<file path="src/nnsm_pkg.sv">
`timescale 1ns / 1ps

package nnsm_pkg;

  // Field widths
  localparam int DIM_W  = 13;            // size register width
  localparam int CRD_W  = 12;            // pixel coordinate width
  localparam int MODE_W = 2;
  localparam int IDX_W  = 3;             // config register index width
  localparam int OFF_W  = DIM_W + 1;     // signed placement offset
  localparam int REL_W  = OFF_W + 1;     // signed coordinate minus offset
  localparam int PROD_W = 2 * DIM_W;     // size by size product
  localparam int STEP_W = $clog2(PROD_W);

  // Per-item pipeline: coordinate, relative, product, one stage per quotient bit
  localparam int NDIV     = DIM_W;
  localparam int PIPE_LAT = 3 + NDIV;

  // Register reset values
  localparam logic [DIM_W-1:0]  SRC_WIDTH_RST  = 13'd640;
  localparam logic [DIM_W-1:0]  SRC_HEIGHT_RST = 13'd480;
  localparam logic [DIM_W-1:0]  WIN_WIDTH_RST  = 13'd640;
  localparam logic [DIM_W-1:0]  WIN_HEIGHT_RST = 13'd480;

  typedef enum logic [IDX_W-1:0] {
    CFG_SRC_WIDTH  = 3'd0,
    CFG_SRC_HEIGHT = 3'd1,
    CFG_WIN_WIDTH  = 3'd2,
    CFG_WIN_HEIGHT = 3'd3,
    CFG_SCALE_MODE = 3'd4
  } cfg_idx_t;

  typedef enum logic [MODE_W-1:0] {
    MODE_CENTER  = 2'd0,
    MODE_STRETCH = 2'd1,
    MODE_FIT     = 2'd2
  } scale_mode_t;

  localparam logic [MODE_W-1:0] SCALE_MODE_RST = MODE_CENTER;

  typedef enum logic [2:0] {
    ST_READY,
    ST_PROD,
    ST_LOAD,
    ST_DIV,
    ST_FINISH
  } setup_state_t;

  // Placement of one axis: where the picture starts, its size on screen,
  // the source size and the window size.
  typedef struct packed {
    logic [OFF_W-1:0] off;
    logic [DIM_W-1:0] dsz;
    logic [DIM_W-1:0] ssz;
    logic [DIM_W-1:0] win;
  } axis_geom_t;

  typedef struct packed {
    axis_geom_t x;
    axis_geom_t y;
    logic       black;   // every pixel is background
    logic       scale;   // source coordinate comes through the divider
  } geom_t;

  typedef struct packed {
    logic [CRD_W-1:0] src_col;
    logic [CRD_W-1:0] src_row;
    logic             visible;
  } res_t;

endpackage

</file>
<file path="src/nnsm_in_if.sv">
`timescale 1ns / 1ps

interface nnsm_in_if;
  logic                     valid;
  logic                     ready;
  logic [nnsm_pkg::CRD_W-1:0] out_x;
  logic [nnsm_pkg::CRD_W-1:0] out_y;

  modport source (output valid, output out_x, output out_y, input ready);
  modport sink   (input valid, input out_x, input out_y, output ready);
endinterface

</file>
<file path="src/nnsm_out_if.sv">
`timescale 1ns / 1ps

interface nnsm_out_if;
  logic                     valid;
  logic                     ready;
  logic [nnsm_pkg::CRD_W-1:0] src_col;
  logic [nnsm_pkg::CRD_W-1:0] src_row;
  logic                     visible;

  modport source (output valid, output src_col, output src_row, output visible, input ready);
  modport sink   (input valid, input src_col, input src_row, input visible, output ready);
endinterface

</file>
<file path="src/nnsm_setup.sv">
`timescale 1ns / 1ps

module nnsm_setup #(
  parameter int unsigned MAX_DIM = 4096
) (
  input  logic                         clk,
  input  logic                         rst_n,
  input  logic                         cfg_we,
  input  logic [nnsm_pkg::IDX_W-1:0]   cfg_index,
  input  logic [nnsm_pkg::DIM_W-1:0]   cfg_data,
  output nnsm_pkg::geom_t              geom,
  output logic                         ready
);

  localparam int DIM_W  = nnsm_pkg::DIM_W;
  localparam int OFF_W  = nnsm_pkg::OFF_W;
  localparam int PROD_W = nnsm_pkg::PROD_W;
  localparam int STEP_W = nnsm_pkg::STEP_W;

  logic [DIM_W-1:0]           src_w_r, src_h_r, win_w_r, win_h_r;
  logic [nnsm_pkg::MODE_W-1:0] mode_r;
  nnsm_pkg::setup_state_t     state_r, state_nxt;

  logic [PROD_W-1:0] prod_a_r, prod_b_r;   // win_w*src_h, win_h*src_w
  logic              wide_r;               // window wider than the picture
  logic [PROD_W-1:0] num_r, quo_r;
  logic [DIM_W-1:0]  rem_r, div_r;
  logic [STEP_W-1:0] step_r;
  nnsm_pkg::geom_t   geom_r, geom_nxt;

  logic [DIM_W-1:0]  sw, sh, ww, wh;
  logic              wide_c;
  logic [DIM_W:0]    trial;
  logic              ge;
  logic [DIM_W-1:0]  fit;

  function automatic logic [DIM_W-1:0] sat(input logic [DIM_W-1:0] v);
    if (32'(v) > MAX_DIM) return DIM_W'(MAX_DIM);
    return v;
  endfunction

  // (a - b) / 2 truncated toward zero
  function automatic logic [OFF_W-1:0] half_diff(input logic [DIM_W-1:0] a,
                                                 input logic [DIM_W-1:0] b);
    logic [OFF_W-1:0] d;
    d = {1'b0, a} - {1'b0, b};
    d = d + {{(OFF_W-1){1'b0}}, d[OFF_W-1]};
    return $signed(d) >>> 1;
  endfunction

  assign sw = sat(src_w_r);
  assign sh = sat(src_h_r);
  assign ww = sat(win_w_r);
  assign wh = sat(win_h_r);

  assign wide_c = prod_a_r > prod_b_r;
  assign trial  = {rem_r, num_r[PROD_W-1]};
  assign ge     = trial >= {1'b0, div_r};
  // the fitted size never exceeds the window, so it fits a size register
  assign fit    = quo_r[DIM_W-1:0];

  // configuration registers
  always_ff @(posedge clk) begin
    if (!rst_n) begin
      src_w_r <= nnsm_pkg::SRC_WIDTH_RST;
      src_h_r <= nnsm_pkg::SRC_HEIGHT_RST;
      win_w_r <= nnsm_pkg::WIN_WIDTH_RST;
      win_h_r <= nnsm_pkg::WIN_HEIGHT_RST;
      mode_r  <= nnsm_pkg::SCALE_MODE_RST;
    end else if (cfg_we) begin
      case (nnsm_pkg::cfg_idx_t'(cfg_index))
        nnsm_pkg::CFG_SRC_WIDTH:  src_w_r <= cfg_data;
        nnsm_pkg::CFG_SRC_HEIGHT: src_h_r <= cfg_data;
        nnsm_pkg::CFG_WIN_WIDTH:  win_w_r <= cfg_data;
        nnsm_pkg::CFG_WIN_HEIGHT: win_h_r <= cfg_data;
        nnsm_pkg::CFG_SCALE_MODE: mode_r  <= cfg_data[nnsm_pkg::MODE_W-1:0];
        default: ;
      endcase
    end
  end

  always_ff @(posedge clk) begin
    if (!rst_n) begin
      state_r <= nnsm_pkg::ST_PROD;
    end else begin
      state_r <= state_nxt;
    end
  end

  // next state: any write restarts the geometry computation
  always_comb begin
    state_nxt = state_r;
    case (state_r)
      nnsm_pkg::ST_READY:  state_nxt = nnsm_pkg::ST_READY;
      nnsm_pkg::ST_PROD:   state_nxt = nnsm_pkg::ST_LOAD;
      nnsm_pkg::ST_LOAD:   state_nxt = nnsm_pkg::ST_DIV;
      nnsm_pkg::ST_DIV: begin
        if (step_r == STEP_W'(PROD_W - 1)) state_nxt = nnsm_pkg::ST_FINISH;
      end
      nnsm_pkg::ST_FINISH: state_nxt = nnsm_pkg::ST_READY;
      default:             state_nxt = nnsm_pkg::ST_PROD;
    endcase
    if (cfg_we) state_nxt = nnsm_pkg::ST_PROD;
  end

  always_comb begin
    ready = (state_r == nnsm_pkg::ST_READY);
  end

  // datapath: products, compare, restoring divide one bit per cycle
  always_ff @(posedge clk) begin
    case (state_r)
      nnsm_pkg::ST_PROD: begin
        prod_a_r <= PROD_W'(ww) * PROD_W'(sh);
        prod_b_r <= PROD_W'(wh) * PROD_W'(sw);
      end
      nnsm_pkg::ST_LOAD: begin
        wide_r <= wide_c;
        num_r  <= wide_c ? prod_b_r : prod_a_r;
        div_r  <= wide_c ? sh : sw;
        rem_r  <= '0;
        quo_r  <= '0;
        step_r <= '0;
      end
      nnsm_pkg::ST_DIV: begin
        rem_r  <= ge ? DIM_W'(trial - {1'b0, div_r}) : trial[DIM_W-1:0];
        num_r  <= {num_r[PROD_W-2:0], 1'b0};
        quo_r  <= {quo_r[PROD_W-2:0], ge};
        step_r <= step_r + STEP_W'(1);
      end
      nnsm_pkg::ST_FINISH: geom_r <= geom_nxt;
      default: ;
    endcase
  end

  always_comb begin
    geom_nxt       = '0;
    geom_nxt.x.ssz = sw;
    geom_nxt.y.ssz = sh;
    geom_nxt.x.win = ww;
    geom_nxt.y.win = wh;
    case (nnsm_pkg::scale_mode_t'(mode_r))
      nnsm_pkg::MODE_CENTER: begin
        geom_nxt.x.off = half_diff(ww, sw);
        geom_nxt.y.off = half_diff(wh, sh);
        geom_nxt.x.dsz = sw;
        geom_nxt.y.dsz = sh;
      end
      nnsm_pkg::MODE_STRETCH: begin
        geom_nxt.scale = 1'b1;
        geom_nxt.x.dsz = ww;
        geom_nxt.y.dsz = wh;
      end
      nnsm_pkg::MODE_FIT: begin
        geom_nxt.scale = 1'b1;
        if (wide_r) begin
          geom_nxt.x.dsz = fit;
          geom_nxt.y.dsz = wh;
          geom_nxt.x.off = OFF_W'((ww - fit) >> 1);
        end else begin
          geom_nxt.x.dsz = ww;
          geom_nxt.y.dsz = fit;
          geom_nxt.y.off = OFF_W'((wh - fit) >> 1);
        end
        if (fit == '0) geom_nxt.black = 1'b1;
      end
      default: geom_nxt.black = 1'b1;
    endcase
    if (sw == '0 || sh == '0 || ww == '0 || wh == '0) geom_nxt.black = 1'b1;
  end

  assign geom = geom_r;

endmodule

</file>
<file path="src/nnsm_axis.sv">
`timescale 1ns / 1ps

module nnsm_axis (
  input  logic                       clk,
  input  logic                       adv,
  input  logic [nnsm_pkg::CRD_W-1:0] coord,
  input  nnsm_pkg::axis_geom_t       geom,
  input  logic                       scale,
  output logic [nnsm_pkg::CRD_W-1:0] src,
  output logic                       in_rect
);

  localparam int DIM_W  = nnsm_pkg::DIM_W;
  localparam int CRD_W  = nnsm_pkg::CRD_W;
  localparam int OFF_W  = nnsm_pkg::OFF_W;
  localparam int REL_W  = nnsm_pkg::REL_W;
  localparam int PROD_W = nnsm_pkg::PROD_W;
  localparam int NDIV   = nnsm_pkg::NDIV;

  logic [CRD_W-1:0]  coord_r;
  logic [DIM_W-1:0]  rel_r;
  logic              in_r;
  logic [REL_W-1:0]  rel_s;
  logic              in_s;
  logic [PROD_W-1:0] prod;

  // divider stages: index 0 holds the split product
  logic [DIM_W-1:0] rem_q [NDIV+1];
  logic [DIM_W-1:0] num_q [NDIV+1];
  logic [DIM_W-1:0] quo_q [NDIV+1];
  logic [DIM_W-1:0] relq_q [NDIV+1];
  logic             in_q  [NDIV+1];

  logic [DIM_W-1:0] smax, q, res;

  assign rel_s = REL_W'($signed({{(REL_W-CRD_W){1'b0}}, coord_r})
                 - $signed({geom.off[OFF_W-1], geom.off}));
  assign in_s  = !rel_s[REL_W-1]
                 && (rel_s[REL_W-2:0] < (REL_W-1)'(geom.dsz))
                 && ({1'b0, coord_r} < geom.win);
  // rel < dsz keeps the product below dsz << DIM_W, so the upper half is a
  // valid starting remainder
  assign prod  = PROD_W'(rel_r) * PROD_W'(geom.ssz);

  always_ff @(posedge clk) begin
    if (adv) begin
      coord_r   <= coord;
      rel_r     <= rel_s[DIM_W-1:0];
      in_r      <= in_s;
      rem_q[0]  <= prod[PROD_W-1:DIM_W];
      num_q[0]  <= prod[DIM_W-1:0];
      quo_q[0]  <= '0;
      relq_q[0] <= rel_r;
      in_q[0]   <= in_r;
    end
  end

  for (genvar k = 0; k < NDIV; k++) begin : g_div
    logic [DIM_W:0] trial;
    logic           ge;

    assign trial = {rem_q[k], num_q[k][DIM_W-1]};
    assign ge    = trial >= {1'b0, geom.dsz};

    always_ff @(posedge clk) begin
      if (adv) begin
        rem_q[k+1]  <= ge ? DIM_W'(trial - {1'b0, geom.dsz}) : trial[DIM_W-1:0];
        num_q[k+1]  <= {num_q[k][DIM_W-2:0], 1'b0};
        quo_q[k+1]  <= {quo_q[k][DIM_W-2:0], ge};
        relq_q[k+1] <= relq_q[k];
        in_q[k+1]   <= in_q[k];
      end
    end
  end

  assign smax = geom.ssz - DIM_W'(1);
  assign q    = quo_q[NDIV];
  assign res  = scale ? ((q > smax) ? smax : q) : relq_q[NDIV];

  assign src     = res[CRD_W-1:0];
  assign in_rect = in_q[NDIV];

endmodule

</file>
<file path="src/nnsm_outbuf.sv">
`timescale 1ns / 1ps

module nnsm_outbuf (
  input  logic            clk,
  input  logic            rst_n,
  input  logic            push,
  input  nnsm_pkg::res_t  push_data,
  output logic            full,
  output logic            out_valid,
  input  logic            out_ready,
  output nnsm_pkg::res_t  out_data
);

  logic           main_v_r, skid_v_r;
  nnsm_pkg::res_t main_r, skid_r;
  logic           pop;

  assign pop = main_v_r && out_ready;

  always_ff @(posedge clk) begin
    if (!rst_n) begin
      main_v_r <= 1'b0;
      skid_v_r <= 1'b0;
    end else begin
      if (skid_v_r) begin
        // no push can arrive while the skid entry is held
        if (pop) begin
          main_v_r <= 1'b1;
          skid_v_r <= 1'b0;
        end
      end else if (push) begin
        if (!main_v_r || pop) begin
          main_v_r <= 1'b1;
        end else begin
          skid_v_r <= 1'b1;
        end
      end else if (pop) begin
        main_v_r <= 1'b0;
      end
    end
  end

  always_ff @(posedge clk) begin
    if (skid_v_r) begin
      if (pop) main_r <= skid_r;
    end else if (push) begin
      if (!main_v_r || pop) main_r <= push_data;
      else                  skid_r <= push_data;
    end
  end

  assign full      = skid_v_r;
  assign out_valid = main_v_r;
  assign out_data  = main_r;

endmodule

</file>
<file path="src/nearest_neighbor_scale_mapper_top.sv">
`timescale 1ns / 1ps

// Maps a window pixel (out_x, out_y) to the source pixel to fetch, or marks it
// as black background, in centered, stretch or aspect-fit letterbox mode. Each
// result passes 16 pipeline stages, 13 of them a one-bit-per-stage divider for
// rel * src_size / dest_size, then the output register. One coordinate is
// taken per clock unless the output buffer is full or the block computes the
// letterbox geometry, after reset and after the last configuration write, with
// a sequential divider while in_ch.ready is low. Configuration writes are only
// allowed while no item is in flight: a rule on the user, not enforced here.
module nearest_neighbor_scale_mapper_top #(
  parameter int unsigned MAX_DIM = 4096
) (
  input  logic                       clk,
  input  logic                       rst_n,
  nnsm_in_if.sink                    in_ch,
  nnsm_out_if.source                 out_ch,
  input  logic                       cfg_we,
  input  logic [nnsm_pkg::IDX_W-1:0] cfg_index,
  input  logic [nnsm_pkg::DIM_W-1:0] cfg_data
);

  localparam int LAT   = nnsm_pkg::PIPE_LAT;
  localparam int CRD_W = nnsm_pkg::CRD_W;

  nnsm_pkg::geom_t  geom;
  logic             setup_ready;
  logic             adv, full, in_xfer, push;
  logic [LAT-1:0]   vld_r;
  logic [CRD_W-1:0] col, row;
  logic             x_in, y_in;
  nnsm_pkg::res_t   res, out_data;

  nnsm_setup #(.MAX_DIM(MAX_DIM)) u_setup (
    .clk       (clk),
    .rst_n     (rst_n),
    .cfg_we    (cfg_we),
    .cfg_index (cfg_index),
    .cfg_data  (cfg_data),
    .geom      (geom),
    .ready     (setup_ready)
  );

  // the whole pipeline moves together; the output buffer decouples out_ready
  assign adv          = !full;
  assign in_ch.ready  = adv && setup_ready;
  assign in_xfer      = in_ch.valid && in_ch.ready;

  always_ff @(posedge clk) begin
    if (!rst_n) begin
      vld_r <= '0;
    end else if (adv) begin
      vld_r <= {vld_r[LAT-2:0], in_xfer};
    end
  end

  nnsm_axis u_axis_x (
    .clk     (clk),
    .adv     (adv),
    .coord   (in_ch.out_x),
    .geom    (geom.x),
    .scale   (geom.scale),
    .src     (col),
    .in_rect (x_in)
  );

  nnsm_axis u_axis_y (
    .clk     (clk),
    .adv     (adv),
    .coord   (in_ch.out_y),
    .geom    (geom.y),
    .scale   (geom.scale),
    .src     (row),
    .in_rect (y_in)
  );

  always_comb begin
    res.visible = x_in && y_in && !geom.black;
    res.src_col = res.visible ? col : '0;
    res.src_row = res.visible ? row : '0;
  end

  assign push = adv && vld_r[LAT-1];

  nnsm_outbuf u_outbuf (
    .clk       (clk),
    .rst_n     (rst_n),
    .push      (push),
    .push_data (res),
    .full      (full),
    .out_valid (out_ch.valid),
    .out_ready (out_ch.ready),
    .out_data  (out_data)
  );

  assign out_ch.src_col = out_data.src_col;
  assign out_ch.src_row = out_data.src_row;
  assign out_ch.visible = out_data.visible;

endmodule
</file>
<file path="src/flat_wrapper.sv">
// flat-port wrapper written by rule: the top's interface ports become plain ports
module nearest_neighbor_scale_mapper_top_flat 
#(
  parameter int unsigned MAX_DIM = 4096
)
  (clk, rst_n, cfg_we, cfg_index, cfg_data, in_ch_valid, in_ch_out_x, in_ch_out_y, in_ch_ready, out_ch_valid, out_ch_src_col, out_ch_src_row, out_ch_visible, out_ch_ready);
  nnsm_in_if in_ch_i ();
  nnsm_out_if out_ch_i ();
  input  logic clk;
  input  logic rst_n;
  input  logic cfg_we;
  input  logic [nnsm_pkg::IDX_W-1:0] cfg_index;
  input  logic [nnsm_pkg::DIM_W-1:0] cfg_data;
  input wire logic [$bits(in_ch_i.valid)-1:0] in_ch_valid;
  input wire logic [$bits(in_ch_i.out_x)-1:0] in_ch_out_x;
  input wire logic [$bits(in_ch_i.out_y)-1:0] in_ch_out_y;
  output wire logic [$bits(in_ch_i.ready)-1:0] in_ch_ready;
  output wire logic [$bits(out_ch_i.valid)-1:0] out_ch_valid;
  output wire logic [$bits(out_ch_i.src_col)-1:0] out_ch_src_col;
  output wire logic [$bits(out_ch_i.src_row)-1:0] out_ch_src_row;
  output wire logic [$bits(out_ch_i.visible)-1:0] out_ch_visible;
  input wire logic [$bits(out_ch_i.ready)-1:0] out_ch_ready;
  assign in_ch_i.valid = in_ch_valid;
  assign in_ch_i.out_x = in_ch_out_x;
  assign in_ch_i.out_y = in_ch_out_y;
  assign in_ch_ready = in_ch_i.ready;
  assign out_ch_valid = out_ch_i.valid;
  assign out_ch_src_col = out_ch_i.src_col;
  assign out_ch_src_row = out_ch_i.src_row;
  assign out_ch_visible = out_ch_i.visible;
  assign out_ch_i.ready = out_ch_ready;
  nearest_neighbor_scale_mapper_top #(.MAX_DIM(MAX_DIM)) u_core (.clk(clk), .rst_n(rst_n), .in_ch(in_ch_i), .out_ch(out_ch_i), .cfg_we(cfg_we), .cfg_index(cfg_index), .cfg_data(cfg_data));
endmodule
</file>
<file path="config.mk">
export PLATFORM = sky130hd
export DESIGN_NAME = nearest_neighbor_scale_mapper_top_flat
export DESIGN_NICKNAME = d
export VERILOG_FILES = /design/src/nnsm_pkg.sv /design/src/nnsm_in_if.sv /design/src/nnsm_out_if.sv /design/src/nnsm_setup.sv /design/src/nnsm_axis.sv /design/src/nnsm_outbuf.sv /design/src/nearest_neighbor_scale_mapper_top.sv /design/src/flat_wrapper.sv
export SDC_FILE = /design/constraint.sdc
export NUM_CORES = 2
export LEC_CHECK = 0
export ABC_CLOCK_PERIOD_IN_PS = 22400
export BUFFER_PORTS_ARGS = -buffer_cell sky130_fd_sc_hd__buf_2
export CORE_MARGIN = 5
export CORE_UTILIZATION = 30
export CTS_CLUSTER_DIAMETER = 40
export DETAILED_ROUTE_END_ITERATION = 16
export PLACE_DENSITY_LB_ADDON = 0.3
export SYNTH_ARGS = -nofsm -noshare
export SYNTH_HDL_FRONTEND = slang
export SYNTH_HIERARCHICAL = 1
export SYNTH_SLANG_ARGS = --single-unit
</file>
<file path="constraint.sdc">
create_clock -name clk -period 22.4 [get_ports clk]
set_input_delay 6.72 -clock clk [delete_from_list [all_inputs] [get_ports clk]]
set_output_delay 6.72 -clock clk [all_outputs]
set_load 0.05 [all_outputs]
</file>
* After elaboration in Yosys (flattened, before gate mapping)
Memory sizes are Yosys's and may differ from the RTL's. Index checks and enable logic that the tools add are counted.
Cells by class: multiply operators 4, bitwise gates (word level) 3, equal/unequal tests 14, $add $sub $neg 38, multiplexer cells 78, reductions and logical operators 43, magnitude comparators 38
Operators with widths (count):
- 13-bit two-way mux | 40
- 14-bit by 13-bit greater-or-equal comparator with 1-bit output | 27
- 13-bit subtractor | 27
- 13-bit by 13-bit multiplier with 26-bit output | 4
- 25-bit two-way mux | 4
- 13-bit one-hot mux with 3 select lines | 2
- 12-bit two-way mux | 6
- 13-bit logical NOT | 5
- 14-bit one-hot mux with 2 select lines | 2
- 13-bit by 13-bit subtractor with 14-bit output | 4
- 13-bit greater-than comparator, second input constant | 4
- 13-bit one-hot mux with 2 select lines | 2
- 26-bit one-hot mux with 2 select lines | 1
- 13-bit by 14-bit subtractor with 15-bit output | 2
- 14-bit by 1-bit adder with 14-bit output | 2
- 14-bit by 13-bit less-than comparator with 1-bit output | 2
- 13-bit greater-than comparator | 2
- 26-bit greater-than comparator | 1
- 12-bit by 13-bit less-than comparator with 1-bit output | 2
- 26-bit two-way mux | 1
- 13-bit by 1-bit subtractor with 13-bit output, second input constant | 2
- 1-bit two-way mux | 16
- 3-bit by 2-bit equality test with 1-bit output, second input constant | 4
- 3-bit one-hot mux with 4 select lines | 1
- 22 further kinds | 55
Storage, ports and cells: logic and storage cells 267, memories kept 10, output and inout port bits 27, memory bits (writable) 1484, register bits 408
Memory list:
- u_core.u_axis_x.num_q | words 14, bits a word 13, rd ports 13, clocked after memory_dff 0, write ports 14, RTL line nnsm_axis.sv:29 | logic [DIM_W-1:0] num_q [NDIV+1];
- u_core.u_axis_x.quo_q | words 14, bits a word 13, rd ports 14, clocked after memory_dff 0, write ports 14, RTL line nnsm_axis.sv:30 | logic [DIM_W-1:0] quo_q [NDIV+1];
- u_core.u_axis_x.relq_q | words 14, bits a word 13, rd ports 14, clocked after memory_dff 0, write ports 14, RTL line nnsm_axis.sv:31 | logic [DIM_W-1:0] relq_q [NDIV+1];
- u_core.u_axis_x.rem_q | words 14, bits a word 13, rd ports 13, clocked after memory_dff 0, write ports 14, RTL line nnsm_axis.sv:28 | logic [DIM_W-1:0] rem_q [NDIV+1];
- u_core.u_axis_y.num_q | words 14, bits a word 13, rd ports 13, clocked after memory_dff 0, write ports 14, RTL line nnsm_axis.sv:29
- u_core.u_axis_y.quo_q | words 14, bits a word 13, rd ports 14, clocked after memory_dff 0, write ports 14, RTL line nnsm_axis.sv:30
- 4 more memories

* Depth between registers and ports, before layout
depth in word-level cells 8, gate-level depth with buffers 26

* By module
The synthesis kept the hierarchy.
By module, submodules not included:
- nnsm_axis at u_core.u_axis_y | times used 1, sequential area each 16786.1 um^2, cells each 2757, area each 33402.0 um^2
- nnsm_axis at u_core.u_axis_x | times used 1, sequential area each 16786.1 um^2, cells each 2709, area each 32806.5 um^2
- nnsm_setup | times used 1, sequential area each 8077.7 um^2, cells each 2797, area each 26165.1 um^2
- nnsm_outbuf | times used 1, sequential area each 1541.5 um^2, cells each 91, area each 1926.8 um^2
- nearest_neighbor_scale_mapper_top | times used 1, sequential area each 320.3 um^2, cells each 81, area each 803.3 um^2

* Worst setup path after synthesis
OpenSTA, ideal clock, no wires.
path kind register to register, start point register u_core.u_outbuf.skid_v_r (netlist: u_core/u_outbuf/full), end point register u_core.u_axis_x.coord_r[0] (enable), period minus slack after synthesis 23.552 ns, slack -1.152 ns, arrival 22.096 ns, required time 20.944 ns, library setup time 1.456 ns, stages on the path, launching flop included 4, path buffers 2, path through dfxtp_1 buf_6 buf_12 inv_1
RTL lines:
- start: declaration | RTL line nnsm_outbuf.sv:14 | logic main_v_r, skid_v_r;
- start signal: assignment | RTL line nnsm_outbuf.sv:23 | skid_v_r <= 1'b0;
- start signal: assignment | RTL line nnsm_outbuf.sv:29 | skid_v_r <= 1'b0;
- start signal: assignment | RTL line nnsm_outbuf.sv:35 | skid_v_r <= 1'b1;
- end signal: assignment | RTL line nnsm_axis.sv:47 | coord_r <= coord;
- end: declaration | RTL line nnsm_axis.sv:20 | logic [CRD_W-1:0] coord_r;
No word-level cell between the ends.

* Worst setup path after layout
start point register u_core.u_setup.state_r[0], end point output in_ch_ready
On the way: longest elaborated chain between the ends 2
Ends and longest elaborated chain:
- start: declaration | RTL line nnsm_setup.sv:22 | nnsm_pkg::setup_state_t state_r, state_nxt;
- start signal: assignment | RTL line nnsm_setup.sv:84 | state_r <= nnsm_pkg::ST_PROD;
- start signal: assignment | RTL line nnsm_setup.sv:86 | state_r <= state_nxt;
- 3-bit logical NOT | RTL line nnsm_setup.sv:107 | ready = (state_r == nnsm_pkg::ST_READY);
- net u_core.setup_ready | RTL line nearest_neighbor_scale_mapper_top.sv:27 | logic setup_ready;
- 1-bit logical AND | RTL line nearest_neighbor_scale_mapper_top.sv:46 | assign in_ch.ready = adv && setup_ready;
- end: declaration | RTL line flat_wrapper.sv:17 | output wire logic [$bits(in_ch_i.ready)-1:0] in_ch_ready;
The timed path passes the listed nets, and every way through them passes these cells.

==> flow_summary.html <==
<table>
<tr><th>Metric</th><th>Value</th></tr>
<tr><th colspan="2">Status</th></tr>
<tr><td>Run status</td><td>finished clean</td></tr>
<tr><th colspan="2">Worst setup path</th></tr>
<tr><td>Kind of critical path</td><td>reg -&gt; out</td></tr>
<tr><td>Maximum fanout along the worst path</td><td>8</td></tr>
<tr><td>Worst setup path startpoint</td><td>u_core/u_setup/state_r[0]</td></tr>
<tr><td>Critical Path Max Stage Delay</td><td>roughly 0.66 ns</td></tr>
<tr><td>Cell-by-cell listing of the critical path</td><td>nor3_1 &gt; nor2b_1 &gt; buf_2</td></tr>
<tr><td>Worst R2R Setup Slack</td><td>between 10 and 15 ns</td></tr>
<tr><td>Setup crit end kind</td><td>output port</td></tr>
<tr><td>Critical-path top delay cell</td><td>sky130_fd_sc_hd__nor3_1</td></tr>
<tr><td>Termination of the worst setup path</td><td>in_ch_ready</td></tr>
<tr><td>Category of the worst setup path launch point</td><td>flop</td></tr>
<tr><td>Arrival @ worst endpoint</td><td>approximately 2.5 ns</td></tr>
<tr><td>Required time of the worst setup path</td><td>~16 ns</td></tr>
<tr><td>End of the worst register-to-register path</td><td>u_core/u_setup/prod_b_r[24]</td></tr>
<tr><td>Number of cells traversed by the worst register-to-register path</td><td>21</td></tr>
<tr><td>Launch instance of the worst register-to-register path</td><td>u_core/u_setup/src_w_r[12]</td></tr>
<tr><th colspan="2">Worst hold path</th></tr>
<tr><td>Hold crit path type</td><td>reg -&gt; reg</td></tr>
<tr><th colspan="2">Timing</th></tr>
<tr><td>Count of endpoints failing setup in the final report</td><td>0</td></tr>
<tr><td>Min cycle time layout</td><td>slightly above 9 ns</td></tr>
<tr><td>Slew Limit Headroom</td><td>0.115</td></tr>
<tr><td>Pin slew with the least headroom to its limit</td><td>1.33 ns</td></tr>
<tr><td>Maximum frequency from static timing analysis</td><td>108 MHz</td></tr>
<tr><td>Final critical-path share of the clock period</td><td>0.413</td></tr>
<tr><td>Final-report hold violation count</td><td>0</td></tr>
<tr><td>Unrepaired setup endpoints after global routing</td><td>false</td></tr>
<tr><td>Worst path setup slack after routing</td><td>roughly 13 ns</td></tr>
<tr><td>Setup TNS after final layout</td><td>0 ns</td></tr>
<tr><td>Final clock skew</td><td>0.0732 ns</td></tr>
<tr><td>Count of final max-slew check failures</td><td>0</td></tr>
<tr><th colspan="2">Clock network</th></tr>
<tr><td>Number of gates resized after cts</td><td>0</td></tr>
<tr><td>TritonCTS clock tree</td><td>done</td></tr>
<tr><td>Clock latency of the later-clocked register in the worst-skew pair</td><td>between 0.8 and 0.9 ns</td></tr>
<tr><td>Number of buffers inserted during clock tree synthesis</td><td>approximately 240</td></tr>
<tr><td>Count of H-tree levels built during CTS</td><td>4</td></tr>
<tr><td>CTS Hold Buffers Added</td><td>0</td></tr>
<tr><td>CTS clk-pin slew, worst paths</td><td>0.05 ns</td></tr>
<tr><td>Number of clock sinks seen by CTS</td><td>approximately 1500</td></tr>
<tr><td>Buffer count from post-CTS setup fixing</td><td>0</td></tr>
<tr><td>Cell at the root of the clock tree</td><td>sky130_fd_sc_hd__clkbuf_16</td></tr>
<tr><td>Worst-case clock buffer depth</td><td>4</td></tr>
<tr><th colspan="2">Power and ir drop</th></tr>
<tr><td>Cell area power density</td><td>~130 mW/mm^2</td></tr>
<tr><td>Static leakage</td><td>between 40 and 50 nW</td></tr>
<tr><td>Worst vdd rail ir drop</td><td>roughly 0.14 mV</td></tr>
<tr><th colspan="2">Placed design</th></tr>
<tr><td>Last weighted congestion value of the routability-driven placer</td><td>around 0.87</td></tr>
<tr><td>HPWL after DPL</td><td>roughly 170000 um</td></tr>
<tr><td>Setup slack at placement</td><td>roughly 14 ns</td></tr>
<tr><td>Count of input and output buffers</td><td>slightly above 70</td></tr>
<tr><th colspan="2">Global route</th></tr>
<tr><td>GR Overflow Total</td><td>0</td></tr>
<tr><td>Via count of the first global-routing pass</td><td>65700</td></tr>
<tr><td>Maximum number of pins on one net before global-route repair</td><td>90</td></tr>
<tr><td>Antenna violations before repair</td><td>11</td></tr>
<tr><td>Global routing usage summed across all routing layers</td><td>0.142</td></tr>
<tr><td>First-pass GRT wire length</td><td>around 370000 um</td></tr>
<tr><th colspan="2">Synth</th></tr>
<tr><td>Post-Synth XOR/XNOR Area</td><td>0.0358</td></tr>
<tr><td>Top FF cell, synth</td><td>sky130_fd_sc_hd__edfxtp_1</td></tr>
<tr><td>Synthesized area divided by synthesized cell count</td><td>between 10 and 15 sq um</td></tr>
<tr><td>Post-synthesis simple-gate area fraction</td><td>0.112</td></tr>
<tr><td>Netlist area before placement</td><td>between 0.09 and 0.1 sq mm</td></tr>
<tr><td>Post-Syn Nets</td><td>9812</td></tr>
<tr><td>Number of synthesized flops with an enable pin</td><td>roughly 1400</td></tr>
<tr><td>Mux cell area share after synthesis</td><td>0.0239</td></tr>
<tr><td>Part of the Yosys area used for sequential elements</td><td>0.458</td></tr>
<tr><td>Synth warnings</td><td>6</td></tr>
<tr><td>Synthesized-area fraction occupied by ao, oa, aoi and oai cells</td><td>0.103</td></tr>
<tr><td>Fraction of synthesis flops using an asynchronous set or reset pin</td><td>0</td></tr>
<tr><td>Gate count after technology mapping</td><td>between 8000 and 9000</td></tr>
<tr><td>Arithmetic-cell share of the synthesized area counting full adders, half adders and majority gates</td><td>0.216</td></tr>
<tr><td>Main combinational cell family by area after synthesis</td><td>adder cells</td></tr>
<tr><td>Number of register bits inferred by synthesis</td><td>1474</td></tr>
<tr><td>Post-synth cell types</td><td>~120</td></tr>
<tr><th colspan="2">Die</th></tr>
<tr><td>Die extent in y</td><td>573 um</td></tr>
<tr><td>Number of I/O pins</td><td>72</td></tr>
<tr><td>Floorplan die width</td><td>between 500 and 600 um</td></tr>
<tr><td>Placement row count</td><td>about 210</td></tr>
<tr><td>Die area</td><td>around 0.33 sq mm</td></tr>
<tr><td>Area of the core region</td><td>between 0.3 and 0.4 sq mm</td></tr>
<tr><td>Initial cell density of the core</td><td>0.302</td></tr>
<tr><th colspan="2">Routing</th></tr>
<tr><td>Post-route antenna net violation count</td><td>0</td></tr>
<tr><td>DRC</td><td>0</td></tr>
<tr><td>Detailed-route wire length per cell</td><td>roughly 18 um</td></tr>
<tr><td>Starting DRT DRC Count</td><td>4330</td></tr>
<tr><td>Routed via count divided by cell count</td><td>about 5</td></tr>
<tr><td>Drt pass-1 iters</td><td>9</td></tr>
<tr><td>Vias after detailed routing</td><td>about 63000</td></tr>
<tr><td>Routed WL</td><td>237000 um</td></tr>
<tr><th colspan="2">Cells and area</th></tr>
<tr><td>Commonest cells after routing, fill and taps aside</td><td>1399 x sky130_fd_sc_hd__edfxtp_1, 1007 x sky130_fd_sc_hd__inv_1, 898 x sky130_fd_sc_hd__nand2_1</td></tr>
<tr><td>Share of final-layout standard cells stronger than drive strength 1</td><td>0.0926</td></tr>
<tr><td>Post-synthesis to final-layout area growth</td><td>14.4%</td></tr>
<tr><td>Commonest non-fill, non-tap cell in the layout</td><td>sky130_fd_sc_hd__edfxtp_1</td></tr>
<tr><td>Area occupied by multi-input gates</td><td>0.0468 sq mm</td></tr>
<tr><td># fillers</td><td>around 31000</td></tr>
<tr><td>Final-stage net count</td><td>around 10000</td></tr>
<tr><td>Sequential Area</td><td>0.0435 sq mm</td></tr>
<tr><th colspan="2">Run</th></tr>
<tr><td>Max-cap viol count</td><td>0</td></tr>
</table>
where the power goes:
group	total (mW)	leakage [nW]	internal (mW)	switching [mW]
clock network	3.73	3.97	2.30	1.43
registers	4.55	15.2	4.17	0.379
logic	5.52	26.8	2.38	3.14
cells in the mapped netlist (161+ instances only):
library cell	n	area [sq um]
sky130_fd_sc_hd__nor2_1	493	1850
sky130_fd_sc_hd__ha_1	817	10200
sky130_fd_sc_hd__and2_1	203	1270
sky130_fd_sc_hd__inv_1	1008	3780
sky130_fd_sc_hd__xnor2_1	228	2000
sky130_fd_sc_hd__a21oi_1	333	1670
sky130_fd_sc_hd__fa_1	515	10300
sky130_fd_sc_hd__o21ai_0	403	2020
sky130_fd_sc_hd__clkbuf_1	191	717
sky130_fd_sc_hd__xor2_1	161	1410
sky130_fd_sc_hd__nand2_1	898	3370
sky130_fd_sc_hd__edfxtp_1	1399	42000
critical path: cells and delay by family, from the launching register on:
family	cells	cell delay (ns)
and+or+nand+nor	2	0.92
DFF	1	0.37
buffers and inverters	1	0.37
area by class of cell:
class / count / share of cell area
Tap cell: 4160 / 0.0478
Clock buffer: 266 / 0.0565
Inverter: 1031 / 0.0356
Sequential cell: 1474 / 0.400
Multi-Input combinational cell: 5703 / 0.430
Timing Repair Buffer: 168 / 0.00996
Antenna cell: 4 / 0.0000920
Clock inverter: 190 / 0.0201
how the worst min path moves through the flow:
stage                                              from                             to  slack [ns]  cells after the start
final                        u_core/u_axis_y/in_q[1][0]     u_core/u_axis_y/in_q[1][1]        0.38                      0
after CTS                 u_core/u_axis_y/relq_q[0][29]  u_core/u_axis_y/relq_q[0][42]        0.37                      0
after global routing      u_core/u_axis_x/relq_q[0][14]  u_core/u_axis_x/relq_q[0][27]        0.38                      0
after detailed placement    u_core/u_axis_x/num_q[0][3]   u_core/u_axis_x/num_q[0][16]        0.40                      0
after global placement       u_core/u_axis_x/in_q[1][0]     u_core/u_axis_x/in_q[1][1]        0.40                      0
after floorplan                    u_core/u_axis_x/in_r     u_core/u_axis_x/in_q[0][0]        0.40                      0
logic make-up (layout without fill, tap and decap cells):
kind of cell / Yosys count / after routing
AO/OA/AOI/OAI: 1496 / 1496
XOR/XNOR: 389 / 389
buffers and inverters: 1258 / 1655
adder cells (fa/ha/maj): 1332 / 1332
AND/OR/NAND/NOR: 2281 / 2281
flip-flops: 1474 / 1474
other: 0 / 4
multiplexers: 205 / 205
stage by stage:
stage | instance area, sq um | util | instances | power, mW | hold WS [ns]
finish | 109000 | 0.345 | 13000 | 13.8 | 0.377
global route | 109000 | 0.345 | 13000 | 14.9 | 0.376
CTS | 109000 | 0.345 | 13000 | 14.0 | 0.370
detailed placement | 100000 | 0.319 | 12500 | 10.1 | 0.405
global placement | 100000 | 0.319 | 12500 | 10.0 | 0.401
floorplan | 95100 | - | 8435 | 8.69 | 0.400
layer usage:
metal | vias up | part of all wire | GRT usage | wire (um)
met1 | 31400 | 0.45 | 0.188 | 106000
li1 | 30000 | - | - | -
met3 | 437 | 0.046 | 0.0201 | 11000
met5 | - | 0 | 0 | 0
met2 | 1485 | 0.47 | 0.238 | 111000
met4 | 0 | 0.038 | 0.0511 | 8920
sequential cells by signal (all words and copies together) (netlist names), 14 cells and up:
name / cells
u_core/u_setup/num_r: 26
u_core/u_axis_y/num_q: 91
u_core/vld_r: 16
u_core/u_setup/geom: 108
u_core/u_axis_x/num_q: 91
u_core/u_setup/prod_a_r: 26
u_core/u_outbuf/out_data: 25
u_core/u_setup/prod_b_r: 26
u_core/u_axis_x/relq_q: 168
u_core/u_outbuf/skid_r: 25
u_core/u_axis_x/in_q: 14
u_core/u_axis_x/rem_q: 169
u_core/u_axis_x/quo_q: 91
u_core/u_axis_y/rem_q: 169
u_core/u_axis_y/relq_q: 168
u_core/u_axis_y/in_q: 14
u_core/u_axis_y/quo_q: 91
Note: power is estimated with default switching activity, not from simulation.
